===== config.mk =====
export PLATFORM = sky130hd
export DESIGN_NAME = decimal_digit_counter_top
export DESIGN_NICKNAME = d
export VERILOG_FILES = /design/src/hdl/ddc_pkg.sv /design/src/hdl/decimal_digit_counter_top.sv /design/src/hdl/ddc_datapath.sv /design/src/hdl/ddc_ctrl.sv
export SDC_FILE = /design/constraint.sdc
export NUM_CORES = 1
export LEC_CHECK = 0
export BUFFER_PORTS_ARGS = -buffer_cell sky130_fd_sc_hd__buf_2
export CORE_UTILIZATION = 60
export CTS_CLUSTER_SIZE = 28
export DETAILED_ROUTE_END_ITERATION = 12
export MAX_ROUTING_LAYER = met4
export PLACE_DENSITY = 0.9
export SLEW_MARGIN = 20
export SYNTH_ARGS = -nofsm -noshare
export SYNTH_HDL_FRONTEND = slang
export SYNTH_HIERARCHICAL = 1
export SYNTH_SLANG_ARGS = --single-unit

===== constraint.sdc =====
create_clock -name i_clk -period 9.2 [get_ports i_clk]
set_clock_uncertainty 0.15 [all_clocks]
set_input_delay 0.92 -clock i_clk [delete_from_list [all_inputs] [get_ports i_clk]]
set_output_delay 0.92 -clock i_clk [all_outputs]
set_load 0.01 [all_outputs]

===== src/hdl/ddc_pkg.sv =====
// shared types and constants for the decimal digit counter
package ddc_pkg;

    // load value width and number of shift steps in a conversion
    localparam int LOAD_BITS  = 31;
    localparam int BIT_CNT_W  = $clog2(LOAD_BITS);

    // reported result widths
    localparam int OUT_DIGITS = 10;
    localparam int DATA_W     = 4 * OUT_DIGITS;
    localparam int COUNT_W    = 4;
    localparam int REQ_W      = 2;

    // request codes
    typedef logic [REQ_W-1:0] t_req;
    localparam t_req REQ_LOAD = 2'd0;
    localparam t_req REQ_INC  = 2'd1;
    localparam t_req REQ_DEC  = 2'd2;

    // controller states
    typedef enum logic [1:0] {
        ST_IDLE,
        ST_SHIFT,
        ST_FINISH
    } t_state;

    // controller to datapath commands
    typedef struct packed {
        logic load_start;
        logic shift;
        logic finish;
        logic inc;
        logic dec;
        logic report;
    } t_ddc_cmd;

    // datapath to controller status
    typedef struct packed {
        logic shift_last;
    } t_ddc_sts;

endpackage


===== src/hdl/decimal_digit_counter_top.sv =====
// top level of the decimal digit counter
//
//   channel   direction  handshake          payload
//   request   in         i_valid / o_stall  i_req_type, i_load_value
//   result    out        o_valid / i_stall  o_bcd_digits, o_digit_count, o_wrapped
//
// increment, decrement and unused codes: result valid in the cycle after the request.
// load: a load_start step, 31 shift-add-3 steps over the 31 value bits, then finish.
// one request is in flight at a time; the next is taken once the result register
// is free or being taken in the same cycle.
// synchronous active-low reset: digits zero, count one, no result pending.
// a stalled result holds in the result register; a finished load waits for it.
module decimal_digit_counter_top #(
    parameter int NUM_DIGITS = 10
) (
    input  logic                          i_clk,
    input  logic                          i_rst_n,
    input  logic                          i_valid,
    output logic                          o_stall,
    input  logic [ddc_pkg::REQ_W-1:0]     i_req_type,
    input  logic [ddc_pkg::LOAD_BITS-1:0] i_load_value,
    output logic                          o_valid,
    input  logic                          i_stall,
    output logic [ddc_pkg::DATA_W-1:0]    o_bcd_digits,
    output logic [ddc_pkg::COUNT_W-1:0]   o_digit_count,
    output logic                          o_wrapped
);
    import ddc_pkg::*;

    t_ddc_cmd cmd;
    t_ddc_sts sts;

    // sequencing
    ddc_ctrl u_ctrl (
        .i_clk      (i_clk),
        .i_rst_n    (i_rst_n),
        .i_valid    (i_valid),
        .o_stall    (o_stall),
        .i_req_type (i_req_type),
        .o_valid    (o_valid),
        .i_stall    (i_stall),
        .i_sts      (sts),
        .o_cmd      (cmd)
    );

    // digit store and arithmetic
    ddc_datapath #(
        .NUM_DIGITS (NUM_DIGITS)
    ) u_datapath (
        .i_clk         (i_clk),
        .i_rst_n       (i_rst_n),
        .i_cmd         (cmd),
        .i_load_value  (i_load_value),
        .o_sts         (sts),
        .o_bcd_digits  (o_bcd_digits),
        .o_digit_count (o_digit_count),
        .o_wrapped     (o_wrapped)
    );

    // a request is never taken while an untaken result would be overwritten
    a_no_overwrite: assert property (@(posedge i_clk) disable iff (!i_rst_n)
        (i_valid && !o_stall) |-> (!o_valid || !i_stall))
        else $error("request taken while result register busy");

    // increment, decrement and report requests answer on the next cycle
    a_fast_result: assert property (@(posedge i_clk) disable iff (!i_rst_n)
        (i_valid && !o_stall && (i_req_type != REQ_LOAD)) |=> o_valid)
        else $error("increment or decrement result missing");

    // reported count stays within one and the digit count
    a_count_range: assert property (@(posedge i_clk) disable iff (!i_rst_n)
        o_valid |-> ((o_digit_count != '0) && (int'(o_digit_count) <= NUM_DIGITS)))
        else $error("digit count out of range");

    // increment wrap leaves all digits zero
    a_inc_wrap: assert property (@(posedge i_clk) disable iff (!i_rst_n)
        (i_valid && !o_stall && (i_req_type == REQ_INC)) ##1 o_wrapped
            |-> (o_bcd_digits == '0))
        else $error("increment wrap left nonzero digits");

endmodule


===== src/hdl/ddc_datapath.sv =====
// digit store, binary to bcd shifter, increment/decrement logic and result register
module ddc_datapath #(
    parameter int NUM_DIGITS = 10
) (
    input  logic                           i_clk,
    input  logic                           i_rst_n,
    input  ddc_pkg::t_ddc_cmd              i_cmd,
    input  logic [ddc_pkg::LOAD_BITS-1:0]  i_load_value,
    output ddc_pkg::t_ddc_sts              o_sts,
    output logic [ddc_pkg::DATA_W-1:0]     o_bcd_digits,
    output logic [ddc_pkg::COUNT_W-1:0]    o_digit_count,
    output logic                           o_wrapped
);
    import ddc_pkg::*;

    localparam int CW   = $clog2(NUM_DIGITS + 1);
    localparam int NOUT = (NUM_DIGITS < OUT_DIGITS) ? NUM_DIGITS : OUT_DIGITS;

    logic [3:0]           r_digit [NUM_DIGITS];
    logic [3:0]           n_digit [NUM_DIGITS];
    logic [CW-1:0]        r_count, n_count;
    logic [LOAD_BITS-1:0] r_bin, n_bin;
    logic [BIT_CNT_W-1:0] r_bit_cnt, n_bit_cnt;
    logic                 n_wrap;
    logic                 capture;

    logic [DATA_W-1:0]    r_out_digits, n_out_digits;
    logic [COUNT_W-1:0]   r_out_count, n_out_count;
    logic                 r_out_wrapped;

    logic                 nine_run [NUM_DIGITS+1];
    logic                 zero_run [NUM_DIGITS+1];
    logic [3:0]           inc_digit [NUM_DIGITS];
    logic [3:0]           dec_digit [NUM_DIGITS];
    logic [3:0]           corr_digit [NUM_DIGITS];
    logic [3:0]           shl_digit [NUM_DIGITS];
    logic [CW-1:0]        inc_count, dec_count, load_count;
    logic                 inc_wrap, dec_wrap;
    logic [7:0]           count_wide;

    // runs of nines and zeros from the least significant digit up
    always_comb begin
        nine_run[0] = 1'b1;
        zero_run[0] = 1'b1;
        for (int k = 0; k < NUM_DIGITS; k++) begin
            nine_run[k+1] = nine_run[k] && (r_digit[k] == 4'd9);
            zero_run[k+1] = zero_run[k] && (r_digit[k] == 4'd0);
        end
    end

    // increment with decimal carry; count grows when the carry passes the top digit
    always_comb begin
        inc_count = CW'(NUM_DIGITS);
        for (int k = 0; k < NUM_DIGITS; k++) begin
            inc_digit[k] = r_digit[k];
            if (nine_run[k]) begin
                if (r_digit[k] == 4'd9) begin
                    inc_digit[k] = 4'd0;
                end else begin
                    inc_digit[k] = r_digit[k] + 4'd1;
                    inc_count    = CW'(k + 1);
                end
            end
        end
        if (!nine_run[r_count]) begin
            inc_count = r_count;
        end
        inc_wrap = nine_run[NUM_DIGITS];
    end

    // decrement with borrow over the significant digits only
    always_comb begin
        dec_count = r_count;
        for (int k = 0; k < NUM_DIGITS; k++) begin
            dec_digit[k] = r_digit[k];
            if ((CW'(k) < r_count) && zero_run[k]) begin
                if (r_digit[k] == 4'd0) begin
                    dec_digit[k] = 4'd9;
                end else begin
                    dec_digit[k] = r_digit[k] - 4'd1;
                    if ((k > 0) && (CW'(k + 1) == r_count) && (r_digit[k] == 4'd1)) begin
                        dec_count = r_count - CW'(1);
                    end
                end
            end
        end
        dec_wrap = zero_run[r_count];
    end

    // one shift-add-3 step of the binary to bcd conversion
    always_comb begin
        for (int k = 0; k < NUM_DIGITS; k++) begin
            corr_digit[k] = (r_digit[k] >= 4'd5) ? (r_digit[k] + 4'd3) : r_digit[k];
        end
        shl_digit[0] = {corr_digit[0][2:0], r_bin[LOAD_BITS-1]};
        for (int k = 1; k < NUM_DIGITS; k++) begin
            shl_digit[k] = {corr_digit[k][2:0], corr_digit[k-1][3]};
        end
    end

    // significant digit count after a conversion, at least one
    always_comb begin
        load_count = CW'(1);
        for (int k = 0; k < NUM_DIGITS; k++) begin
            if (r_digit[k] != 4'd0) begin
                load_count = CW'(k + 1);
            end
        end
    end

    // next state selection by command
    always_comb begin
        n_digit   = r_digit;
        n_count   = r_count;
        n_bin     = r_bin;
        n_bit_cnt = r_bit_cnt;
        n_wrap    = 1'b0;
        priority if (i_cmd.load_start) begin
            for (int k = 0; k < NUM_DIGITS; k++) begin
                n_digit[k] = 4'd0;
            end
            n_bin     = i_load_value;
            n_bit_cnt = '0;
        end else if (i_cmd.shift) begin
            n_digit   = shl_digit;
            n_bin     = {r_bin[LOAD_BITS-2:0], 1'b0};
            n_bit_cnt = r_bit_cnt + BIT_CNT_W'(1);
        end else if (i_cmd.finish) begin
            n_count = load_count;
        end else if (i_cmd.inc) begin
            n_digit = inc_digit;
            n_count = inc_count;
            n_wrap  = inc_wrap;
        end else if (i_cmd.dec) begin
            n_digit = dec_digit;
            n_count = dec_count;
            n_wrap  = dec_wrap;
        end else begin
            n_wrap = 1'b0;
        end
    end

    // result packing from the updated digits
    always_comb begin
        capture      = i_cmd.finish | i_cmd.inc | i_cmd.dec | i_cmd.report;
        n_out_digits = '0;
        for (int k = 0; k < NOUT; k++) begin
            n_out_digits[4*k +: 4] = n_digit[k];
        end
        count_wide  = 8'(n_count);
        n_out_count = (count_wide > 8'd15) ? 4'd15 : count_wide[3:0];
    end

    // digit store and count
    always_ff @(posedge i_clk) begin
        if (!i_rst_n) begin
            for (int k = 0; k < NUM_DIGITS; k++) begin
                r_digit[k] <= 4'd0;
            end
            r_count <= CW'(1);
        end else begin
            r_digit <= n_digit;
            r_count <= n_count;
        end
    end

    // conversion shifter and step counter
    always_ff @(posedge i_clk) begin
        r_bin     <= n_bin;
        r_bit_cnt <= n_bit_cnt;
    end

    // result register
    always_ff @(posedge i_clk) begin
        if (capture) begin
            r_out_digits  <= n_out_digits;
            r_out_count   <= n_out_count;
            r_out_wrapped <= n_wrap;
        end
    end

    assign o_sts.shift_last = (r_bit_cnt == BIT_CNT_W'(LOAD_BITS - 1));
    assign o_bcd_digits     = r_out_digits;
    assign o_digit_count    = r_out_count;
    assign o_wrapped        = r_out_wrapped;

endmodule


===== src/hdl/ddc_ctrl.sv =====
// request sequencing and result valid for the decimal digit counter
module ddc_ctrl (
    input  logic              i_clk,
    input  logic              i_rst_n,
    input  logic              i_valid,
    output logic              o_stall,
    input  ddc_pkg::t_req     i_req_type,
    output logic              o_valid,
    input  logic              i_stall,
    input  ddc_pkg::t_ddc_sts i_sts,
    output ddc_pkg::t_ddc_cmd o_cmd
);
    import ddc_pkg::*;

    t_state   r_state, n_state;
    logic     r_out_valid, n_out_valid;
    logic     out_free;
    logic     in_ready;
    logic     accept;
    logic     capture;
    t_ddc_cmd cmd;

    // result register is free when empty or being taken this cycle
    assign out_free = !r_out_valid || !i_stall;
    assign in_ready = (r_state == ST_IDLE) && out_free;
    assign accept   = i_valid && in_ready;

    // next state and commands
    always_comb begin
        n_state = r_state;
        cmd     = '0;
        unique case (r_state)
            ST_IDLE: begin
                if (accept) begin
                    unique case (i_req_type)
                        REQ_LOAD: begin
                            cmd.load_start = 1'b1;
                            n_state        = ST_SHIFT;
                        end
                        REQ_INC: cmd.inc = 1'b1;
                        REQ_DEC: cmd.dec = 1'b1;
                        default: cmd.report = 1'b1;
                    endcase
                end
            end
            ST_SHIFT: begin
                cmd.shift = 1'b1;
                if (i_sts.shift_last) begin
                    n_state = ST_FINISH;
                end
            end
            ST_FINISH: begin
                if (out_free) begin
                    cmd.finish = 1'b1;
                    n_state    = ST_IDLE;
                end
            end
            default: n_state = ST_IDLE;
        endcase
    end

    // result valid tracking
    always_comb begin
        capture = cmd.inc | cmd.dec | cmd.report | cmd.finish;
        priority if (capture) begin
            n_out_valid = 1'b1;
        end else if (!i_stall) begin
            n_out_valid = 1'b0;
        end else begin
            n_out_valid = r_out_valid;
        end
    end

    // state and valid registers
    always_ff @(posedge i_clk) begin
        if (!i_rst_n) begin
            r_state     <= ST_IDLE;
            r_out_valid <= 1'b0;
        end else begin
            r_state     <= n_state;
            r_out_valid <= n_out_valid;
        end
    end

    assign o_stall = !in_ready;
    assign o_valid = r_out_valid;
    assign o_cmd   = cmd;

endmodule

=== Word level (Yosys, flattened, before mapping) ===
Index checks and enable logic that the tools add are counted.

* Register bits after elaboration: 128
* Logic and storage cells: 326

* $add $sub $neg: 32
* $lt $le $gt $ge: 21
* Equal/unequal tests: 38
* Multiplexer cells: 143
* Bitwise operators: 7
* Reduce and logical (&&, ||, !) cells: 67

{| class="wikitable"
|+ Operators by type and width
! cell !! number
|-
| $mux 4 || 103
|-
| $mux 40 || 5
|-
| $mux 31 || 2
|-
| $sub 4x1->4 const B || 11
|-
| $add 4x1->4 const B || 10
|-
| $eq 4x4->1 const B || 10
|-
| $ge 4x3->1 const B || 10
|-
| $logic_not 4->1 || 10
|-
| $logic_and 1x1->1 || 38
|-
| $add 4x2->4 const B || 9
|-
| $eq 4x1->1 const B || 9
|-
| $reduce_bool 4->1 || 9
|-
| $mux 3 || 7
|-
| $mux 1 || 17
|-
| $eq 3x4->1 const A || 4
|-
| $lt 3x4->1 const A || 4
|-
| $eq 4x4->1 const A || 3
|-
| $mux 2 || 6
|-
| $bmux 1 s4 || 2
|-
| $eq 2x4->1 const A || 2
|-
| $lt 1x4->1 const A || 2
|-
| $lt 2x4->1 const A || 2
|-
| $lt 4x4->1 const A || 2
|-
| $ne 2x1->1 const B || 3
|-
| other kinds (16) || 28
|}

=== Depth between registers and ports, before layout ===
Gate-level depths: netlist (run 1).

* Depth in word-level cells: 34
* Gate-level depth with buffers: 13
* Gate-level depth less buffers: 11

=== Hierarchy ===
The synthesis (run 1) kept the hierarchy.

{| class="wikitable"
|+ Modules (own cells, without submodules)
! module !! instances !! cells each !! area an instance (um^2)
|-
| ddc_datapath || 1 || 1,101 || 9,307.7
|-
| ddc_ctrl || 1 || 24 || 206.4
|}

=== Least setup slack after synthesis (run 1) ===
OpenSTA, ideal clock, no wires.

* Kind: input port to flip-flop
* Start point: input i_stall
* End point: register u_datapath.r_out_digits[0] (netlist: u_datapath/o_bcd_digits[0]), enable pin
* Data arrival time: 3.327 ns
* Required time: 8.646 ns
* Setup slack: 5.319 ns
* Cell stages on the path: 8
* Path buffers: 2
* Path through: a211oi_2 -> nand2_2 -> nor3b_2 -> clkbuf_1 -> clkinv_1 -> clkbuf_1 -> nand2_1 -> or3_1

{| class="wikitable"
|+ RTL lines
! item !! RTL line !! text
|-
| start, declared || decimal_digit_counter_top.sv:23 || <nowiki>input logic i_stall,</nowiki>
|-
| end signal, assigned || ddc_datapath.sv:176 || <nowiki>r_out_digits <= n_out_digits;</nowiki>
|-
| end, declared || ddc_datapath.sv:27 || <nowiki>logic [DATA_W-1:0] r_out_digits, n_out_digits;</nowiki>
|}

==> flow_metrics.tcl, run 1 <==
set metrics [dict create \
    tritoncts "built" \
    clock_path_buffers 2 \
    path_clk_slew_ns 0.06 \
    dpl.hpwl_microns 17120 \
    met2_wirelength_microns 12280 \
    fin_crit_ns 4.196 \
    antenna_found_initial 0 \
    yosys.area.top_type "edfxtp_1" \
    grt_max_degree 85 \
    final_util 0.6888 \
    antenna_cells 0 \
    synth_area_sq_um 9514 \
    worstSetupStartpointType "input port" \
    num_rows 45 \
    cts_resized 0 \
    drt_iter0_drc 1270 \
    period_share 0.4561 \
    drv_cap 0 \
    fin_setup_tns_ns 0 \
    highest_layer "met4" \
    wl_met3_microns 2552 \
    rsz0062_at_grt "false" \
    cts_buffers 17 \
    path_cells "buf_2 > a211oi_2 > nand2_2 > nor3b_2 > inv_1 > or4_4 > nor4b_2 > a21oi_1 > a311oi_1 > o22ai_1 > and2_1" \
    firstDrtPassIters 7 \
    synth-main-ff-cell "edfxtp_1" \
    route.detailed.drc 0 \
    ant_nets 0 \
    holdPathStages 2 \
    wl_met1_microns 10690 \
    synth_top_area_share 0.2399 \
    layout.nets 1231 \
    cellLeakagePower_uw 0.003847 \
    cts_num_sinks 128 \
    core_sq_um 15310 \
    grt_pass1_vias 8515 \
    pwr_density_cell_nw_per_um2 171.4 \
    groute.usage.overall 0.3437 \
    grt_pass1_wl_microns 42910 \
    placed_area_sq_um 9932 \
    design_area_sq_um 10550 \
    cp.arrival_ns 4.38 \
    grt_overflow_total 0 \
    ys_async_sr_fraction 0 \
    hold_ws_ns 0.3867 \
    setup_viol 0 \
    crit_slowest_cell "nor3b_2" \
    hold_viol 0 \
    ys_types 82 \
    detail_route.wl_per_cell_microns 19.37 \
    cp_data_required_time_ns 9.39 \
    initial_core_util 0.6212 \
    slew_viol_final 0 \
    tightest_slew_ns 1.026 \
    globalplace.congestion 0.9733 \
    crit_path_end_kind "flip-flop" \
    crit_start "i_stall" \
    viasPerCell 6.735 \
    syn_inst 1125 \
    hold_class "reg2reg" \
    synthTopCellsByArea "edfxtp_1 24%, dfxtp_1 11%, ha_1 6.0%" \
    synth_area_per_cell_sq_um 8.457 \
    syn-num-nets 1208 \
    status "complete, no violations" \
    postCtsSetupRepairBufs 0 \
    layout_commonest_cell "nor2_1" \
    max_slew_margin 0.3152 \
    area_growth_pct 10.88 \
    pin_count 84 \
    slowest_delay_ns 0.66 \
    min_from "u_datapath/r_bit_cnt[1]$_SDFFE_PP0P_" \
    final_cell_mix "120 x nor2_1, 83 x buf_2, 83 x o21ai_0" \
    yosysWarnings 6 \
    vias 9240 \
    ys_seq_area_frac 0.3493 \
    portBuffers 83 \
    synth_edf_count 76 \
    critPathMaxFanout 11 \
    path_class "in2reg" \
    layout-drive-gt1-share 0.1662 \
    ys_ff_latch 128 \
    r2r_start "u_datapath/r_digit[36]$_SDFF_PN0_" \
    die-area_sq_um 16360 \
    cts_hold_buf 0 \
    ctsRootBufferMaster "clkbuf_16" \
    max-vdd-ir-drop_uv 148.5 \
    clock_latency_ns 0.45 \
    r2r_cells 9 \
    fmax_mhz 238.3 \
    die_y_microns 127.9 \
    postRouteWirelength_microns 26570 \
    die_x_microns 127.9 \
    htreeDepth 4 \
]
-- state kept, by name (all words and copies together) (netlist names) --
register / cells
u_datapath/r_count: 4
u_ctrl/o_valid: 1
u_datapath/o_digit_count: 4
u_datapath/r_bin: 31
u_ctrl/r_state: 2
u_datapath/r_bit_cnt: 5
u_datapath/o_wrapped: 1
u_datapath/r_digit: 40
u_datapath/o_bcd_digits: 40
-- power breakdown --
part / switching [uW] / leakage (uW) / total (uW) / internal, uW
Sequential: 54.3 / 0.00115 / 722 / 667
Combinational: 229 / 0.00240 / 367 / 139
Clock: 305 / 0.000301 / 719 / 414
-- stage by stage --
stage / setup WS, ns / cells / power, uW
floorplan: 5.319 / 1125 / 983.2
global placement: 4.804 / 1340 / 1074
detailed placement: 4.649 / 1340 / 1085
CTS: 5.076 / 1372 / 1804
global route: 4.790 / 1372 / 1877
finish: 5.004 / 1372 / 1808
-- cell type report --
cell class | instances | area (sq um)
Multi-Input combinational cell | 867 | 5708
Fill cell | 1220 | 4766
Sequential cell | 128 | 3323
Timing Repair Buffer | 92 | 483.0
Clock buffer | 17 | 425.4
Tap cell | 211 | 264.0
Clock inverter | 15 | 187.7
Inverter | 42 | 157.7
-- synthesized netlist by cell type, types with 11 or more instances --
master	count
a211oi_1	24
a21oi_1	79
a31oi_1	19
and2_1	15
buf_1	12
clkbuf_1	68
dfxtp_1	52
edfxtp_1	76
ha_1	46
inv_1	40
mux2_2	34
nand2_1	82
nand2b_1	26
nand3_1	24
nand3b_1	13
nand4_1	17
nor2_1	120
nor2b_1	11
nor3_1	39
nor3b_1	12
nor4_1	18
o211ai_1	12
o21ai_0	83
xnor2_1	13
-- path summary, 6_finish.rpt --
kind | end | slack, ns
max | u_datapath/r_digit[7]$_SDFF_PN0_ | 5.00
max reg2reg | u_datapath/o_bcd_digits[30]$_DFFE_PP_ | 5.09
min | u_datapath/r_bit_cnt[1]$_SDFFE_PP0P_ | 0.39
min reg2reg | u_datapath/r_bit_cnt[1]$_SDFFE_PP0P_ | 0.39
-- worst max-delay path, delay by kind of cell --
family	cells	cell delay, ns
AO/OA/AOI/OAI	4	0.92
buffers and inverters	2	0.43
AND/OR/NAND/NOR	5	2.11
-- per-layer routing --
metal / GRT usage / up-vias
met3: 0.07179 / 121
met1: 0.4249 / 4308
li1: - / 4246
met2: 0.5352 / 565
met5: - / -
met4: 0.1709 / 0
-- cell families after synthesis --
kind of cell | synth area share
and+or+nand+nor | 0.2492
AOI/OAI and AO/OA | 0.2196
buffers and inverters | 0.05326
DFF | 0.3493
adders and majority gates | 0.06049
muxes | 0.05339
xor gates and xnor gates | 0.01473
No activity file was read; power rests on OpenSTA's default activity.
==> run 2: changes to the inputs <==
clock period = 4.14 ns   (was 9.2 ns; I/O delays follow)
==> run 2 against run 1 <==
The flow now finishes with violations (design-rule violations). Final area rose by 1.3%. Clock-buffer cell count unchanged. Routed wire length is 3.6% higher. Via count increased by 1.2%. Non-clock buffer count is 21 higher. Total power rose by 120%. Cell count up 1.5%. Critical path type is now reg2reg. Critical endpoint is now u_datapath/o_bcd_digits[24]$_DFFE_PP_. Highest routed layer unchanged.
==> flow_metrics.tcl, run 2 (same netlist as run 1, synthesis figures left out) <==
set metrics [dict create \
    status "finished, violations left" \
    violations "design-rule violations" \
    fin_crit_ns 3.717 \
    core_sq_um 15310 \
    ff2ff_setup_slack_ns 0.42 \
    min_from "i_load_value[0]" \
    cellLeakagePower_uw 0.003944 \
    ctsRootBufferMaster "clkbuf_16" \
    die_x_microns 127.9 \
    grt_overflow_total 0 \
    r2r_end "u_datapath/o_bcd_digits[24]$_DFFE_PP_" \
    pwr_density_cell_nw_per_um2 366.4 \
    hold_class "in2reg" \
    holdPathEnd "u_datapath/r_bin[0]$_SDFFCE_PN0P_" \
    setup_viol 0 \
    initial_core_util 0.6212 \
    max_slew_margin 0.3062 \
    slowest_delay_ns 0.68 \
    cts_buffers 17 \
    fmax_mhz 269.0 \
    tightest_slew_ns 1.038 \
    crit_slowest_cell "nor3b_2" \
    fin_ws_ns 0.4225 \
    pre_cts_ws_ns 0.4815 \
    final_cells 1393 \
    grt_pass1_wl_microns 44270 \
    viasPerCell 6.714 \
    cp.depth 10 \
    grt_pass1_vias 8806 \
    clock_latency_ns 0.43 \
    vias 9353 \
    holdPathStages 2 \
    clock_path_buffers 2 \
    worstSetupStartpointType "flip-flop" \
    max-vdd-ir-drop_uv 318.8 \
    detail_route.wl_per_cell_microns 19.76 \
    portBuffers 83 \
    period_share 0.8979 \
    r2r_start "u_datapath/r_digit[33]$_SDFF_PN0_" \
    path_cells "inv_1 > ha_1 > nor3b_2 > nand3_4 > or4_1 > nand2b_1 > mux4_2 > mux2i_1 > o21ai_1 > nor2b_1" \
    route.detailed.drc 1 \
    drv_cap 0 \
    place_inst 1361 \
    r2r_cells 10 \
    cts_hold_buf 0 \
    num_rows 45 \
    antenna_found_initial 0 \
    tritoncts "built" \
    crit_family "simple AND/OR/NAND/NOR gates" \
    layout_commonest_cell "nor2_1" \
    ant_nets 0 \
    cp.arrival_ns 3.75 \
    slew_viol_final 0 \
    htreeDepth 4 \
    fill_cells 1184 \
    die-area_sq_um 16360 \
    die_y_microns 127.9 \
    hold_viol 0 \
    final_cell_mix "120 x nor2_1, 83 x buf_2, 83 x o21ai_0" \
    path_class "reg2reg" \
    rsz0062_at_grt "false" \
    groute.usage.overall 0.3566 \
    globalplace.congestion 1.003 \
    drt_iter0_drc 1095 \
    layout-drive-gt1-share 0.1785 \
    cts_num_sinks 128 \
    pin_count 84 \
    path_clk_slew_ns 0.07 \
    cts_resized 0 \
    firstDrtPassIters 10 \
    postCtsSetupRepairBufs 0 \
    antenna_cells 0 \
    path_buf_inv 1 \
    area_growth_pct 12.34 \
    grt_max_degree 65 \
    critPathMaxFanout 14 \
    cp_data_required_time_ns 4.17 \
    layout.nets 1252 \
    fin_setup_tns_ns 0 \
    crit_path_end_kind "flip-flop" \
    postRouteWirelength_microns 27530 \
    dpl.hpwl_microns 18560 \
]
run 2: through the flow:
step	instance area [sq um]	util	total power [uW]	hold WS [ns]
2_1_floorplan	9514	-	2185	0.3217
3_3_place_gp	10110	0.6605	2410	0.3356
3_5_place_dp	10110	0.6605	2437	0.3544
4_1_cts	10690	0.6979	3913	0.1061
5_1_grt	10690	0.6979	4078	0.1100
6_report	10690	0.6979	3916	0.1162
run 2: final cells by class:
| type | instances | area (sq um) | area share |
|---|---|---|---|
| clock buffers | 17 | 425.4 | 0.03980 |
| multi-input cells | 867 | 5704 | 0.5337 |
| well taps | 211 | 264.0 | 0.02470 |
| clock inverters | 15 | 147.6 | 0.01381 |
| repair buffers | 113 | 665.6 | 0.06228 |
| inverters | 42 | 157.7 | 0.01475 |
| flip-flops and latches | 128 | 3323 | 0.3109 |
run 2: per-layer routing:
layer / global-route usage / part of all wire / vias to the layer above
li1: - / - / 4288
met1: 0.4398 / 0.40 / 4329
met2: 0.5537 / 0.46 / 613
met3: 0.08055 / 0.096 / 123
met4: 0.1730 / 0.043 / 0
met5: - / 0 / -
run 2: worst max-delay path by stage:
| stage | start | endpoint | slack [ns] |
|---|---|---|---|
| finish | u_datapath/r_digit[33]$_SDFF_PN0_ | u_datapath/o_bcd_digits[24]$_DFFE_PP_ | 0.42 |
| global route | u_datapath/r_digit[33]$_SDFF_PN0_ | u_datapath/o_bcd_digits[39]$_DFFE_PP_ | 0.06 |
| CTS | u_datapath/r_digit[33]$_SDFF_PN0_ | u_datapath/o_bcd_digits[24]$_DFFE_PP_ | 0.47 |
| detailed placement | u_datapath/r_digit[33]$_SDFF_PN0_ | u_datapath/o_bcd_digits[24]$_DFFE_PP_ | 0.48 |
| global placement | u_datapath/r_digit[33]$_SDFF_PN0_ | u_datapath/o_bcd_digits[24]$_DFFE_PP_ | 0.56 |
| floorplan | i_stall | u_datapath/o_bcd_digits[0]$_DFFE_PP_ | 0.77 |
run 2: report_power, final:
group	leakage (uW)	internal [uW]	switching [uW]	total [uW]
logic	0.00251	326	525	850
clock network	0.000283	845	626	1470
registers	0.00115	1480	112	1590
==> run 3: changes to the inputs <==
PLACE_DENSITY = 0.82   (was 0.9)
==> run 3 against run 2 <==
The run now ends clean. Clock-buffer cell count stayed put. Non-clock buffer count decreased by 3. Global-route usage increased by 0.051 points. Critical path type unchanged. Largest power group is now the clock network. Highest routed layer unchanged.
==> flow_metrics.tcl, run 3 (same netlist as run 1, synthesis figures left out) <==
set metrics [dict create \
    crit_path_end_kind "flip-flop" \
    die_x_microns 127.9 \
    hold_ws_ns 0.1226 \
    die_y_microns 127.9 \
    area_growth_pct 12.66 \
    htreeDepth 4 \
    grt_overflow_total 0 \
    fmax_mhz 265.4 \
    final_cell_mix "120 x nor2_1, 83 x buf_2, 83 x o21ai_0" \
    critPathMaxFanout 14 \
    viasPerCell 6.674 \
    holdPathEnd "u_datapath/r_bin[0]$_SDFFCE_PN0P_" \
    pin_count 84 \
    cp.arrival_ns 3.77 \
    holdPathStages 2 \
    drv_cap 0 \
    layout-drive-gt1-share 0.1781 \
    pwr_density_cell_nw_per_um2 383.1 \
    cp_data_required_time_ns 4.15 \
    dpl.hpwl_microns 17800 \
    grt_pass1_wl_microns 44020 \
    crit_slowest_cell "nor3b_2" \
    groute.usage.overall 0.3571 \
    antenna_found_initial 1 \
    setup_viol 0 \
    hold_viol 0 \
    initial_core_util 0.6212 \
    postCtsSetupRepairBufs 0 \
    hold_class "in2reg" \
    grt_max_degree 70 \
    max-vdd-ir-drop_uv 484.7 \
    max_slew_margin 0.4473 \
    route.detailed.drc 0 \
    ff2ff_setup_slack_ns 0.37 \
    drt_iter0_drc 1185 \
    slew_viol_final 0 \
    fin_setup_tns_ns 0 \
    ctsRootBufferMaster "clkbuf_16" \
    status "complete, no violations" \
    globalplace.congestion 0.9749 \
    crit_family "simple AND/OR/NAND/NOR gates" \
    worstSetupStartpointType "flip-flop" \
    cts_buffers 17 \
    tightest_slew_ns 0.8255 \
    postRouteWirelength_microns 27640 \
    die-area_sq_um 16360 \
    path_clk_slew_ns 0.07 \
    r2r_end "u_datapath/o_bcd_digits[24]$_DFFE_PP_" \
    portBuffers 83 \
    layout.nets 1249 \
    path_buf_inv 1 \
    cellLeakagePower_uw 0.003954 \
    layout_commonest_cell "nor2_1" \
    cts_resized 0 \
    cts_hold_buf 0 \
    firstDrtPassIters 8 \
    min_from "i_load_value[0]" \
    core_sq_um 15310 \
    clock_latency_ns 0.43 \
    clock_path_buffers 2 \
    ant_nets 0 \
    rsz0062_at_grt "false" \
    vias 9284 \
    fin_crit_ns 3.768 \
    detail_route.wl_per_cell_microns 19.87 \
    period_share 0.9102 \
    cts_num_sinks 128 \
    r2r_start "u_datapath/r_digit[33]$_SDFF_PN0_" \
    num_rows 45 \
    tritoncts "built" \
    grt_pass1_vias 8566 \
    r2r_cells 10 \
    slowest_delay_ns 0.69 \
    path_class "reg2reg" \
    path_cells "inv_1 > ha_1 > nor3b_2 > nand3_4 > or4_1 > nand2b_1 > mux4_2 > mux2i_1 > o21ai_1 > nor2b_1" \
]
## run 3: cell types whose count changed in the layout (fill, tap and decap cells not counted), sizes merged
cell and delta:
clkinv -4, buf -3, bufinv +2, inv +2, diode +1
## run 3: worst max path at each step
| stage | start | to | cells after the start |
|---|---|---|---|
| after global routing | u_datapath/r_digit[33]$_SDFF_PN0_ | u_datapath/r_digit[7]$_SDFF_PN0_ | 10 |
| final | u_datapath/r_digit[33]$_SDFF_PN0_ | u_datapath/o_bcd_digits[24]$_DFFE_PP_ | 10 |
| after CTS | u_datapath/r_digit[33]$_SDFF_PN0_ | u_datapath/o_bcd_digits[24]$_DFFE_PP_ | 10 |
| after global placement | u_datapath/r_digit[33]$_SDFF_PN0_ | u_datapath/o_bcd_digits[24]$_DFFE_PP_ | 10 |
| after detailed placement | u_datapath/r_digit[33]$_SDFF_PN0_ | u_datapath/o_bcd_digits[24]$_DFFE_PP_ | 10 |
| after floorplan | i_stall | u_datapath/o_bcd_digits[0]$_DFFE_PP_ | 8 |
## run 3: cell type report
| class | instances | area [sq um] |
|---|---|---|
| inverter | 42 | 157.7 |
| timing repair buffer | 110 | 630.6 |
| multi-input combinational | 867 | 5708 |
| fill | 1237 | 4596 |
| antenna | 1 | 2.502 |
| tap | 211 | 264.0 |
| clock inverter | 15 | 207.7 |
| clock buffer | 17 | 425.4 |
| sequential | 128 | 3323 |
## run 3: power breakdown
part | internal (uW) | switching, uW | total (uW)
sequential | 1480 | 111 | 1590
combinational | 324 | 527 | 851
clock | 981 | 680 | 1660
## run 3: routing by layer
metal | part of all wire | up-vias | track usage
met4 | 0.040 | 0 | 0.2000
met2 | 0.46 | 575 | 0.5393
met3 | 0.094 | 113 | 0.06469
met1 | 0.40 | 4313 | 0.4532
met5 | 0 | - | -
li1 | - | 4283 | -
## run 3: worst register-to-register path, cell delays in order, from the launching register on
cell,delay [ns]
dfxtp_1,0.38
inv_1,0.16
ha_1,0.20
nor3b_2,0.69
nand3_4,0.28
or4_1,0.64
nand2b_1,0.18
mux4_2,0.44
mux2i_1,0.14
o21ai_1,0.08
nor2b_1,0.14
## run 3: through the flow
| step | setup slack, ns | util | std cells | total power (uW) | instance area, sq um |
|---|---|---|---|---|---|
| after global placement | 0.5180 | 0.6582 | 1358 | 2411 | 10080 |
| after floorplan | 0.7654 | - | 1125 | 2185 | 9514 |
| after detailed placement | 0.4548 | 0.6582 | 1358 | 2434 | 10080 |
| after CTS | 0.4384 | 0.6995 | 1390 | 4095 | 10710 |
| final | 0.3719 | 0.6999 | 1391 | 4106 | 10720 |
| after global routing | 0.09738 | 0.6999 | 1391 | 4262 | 10720 |
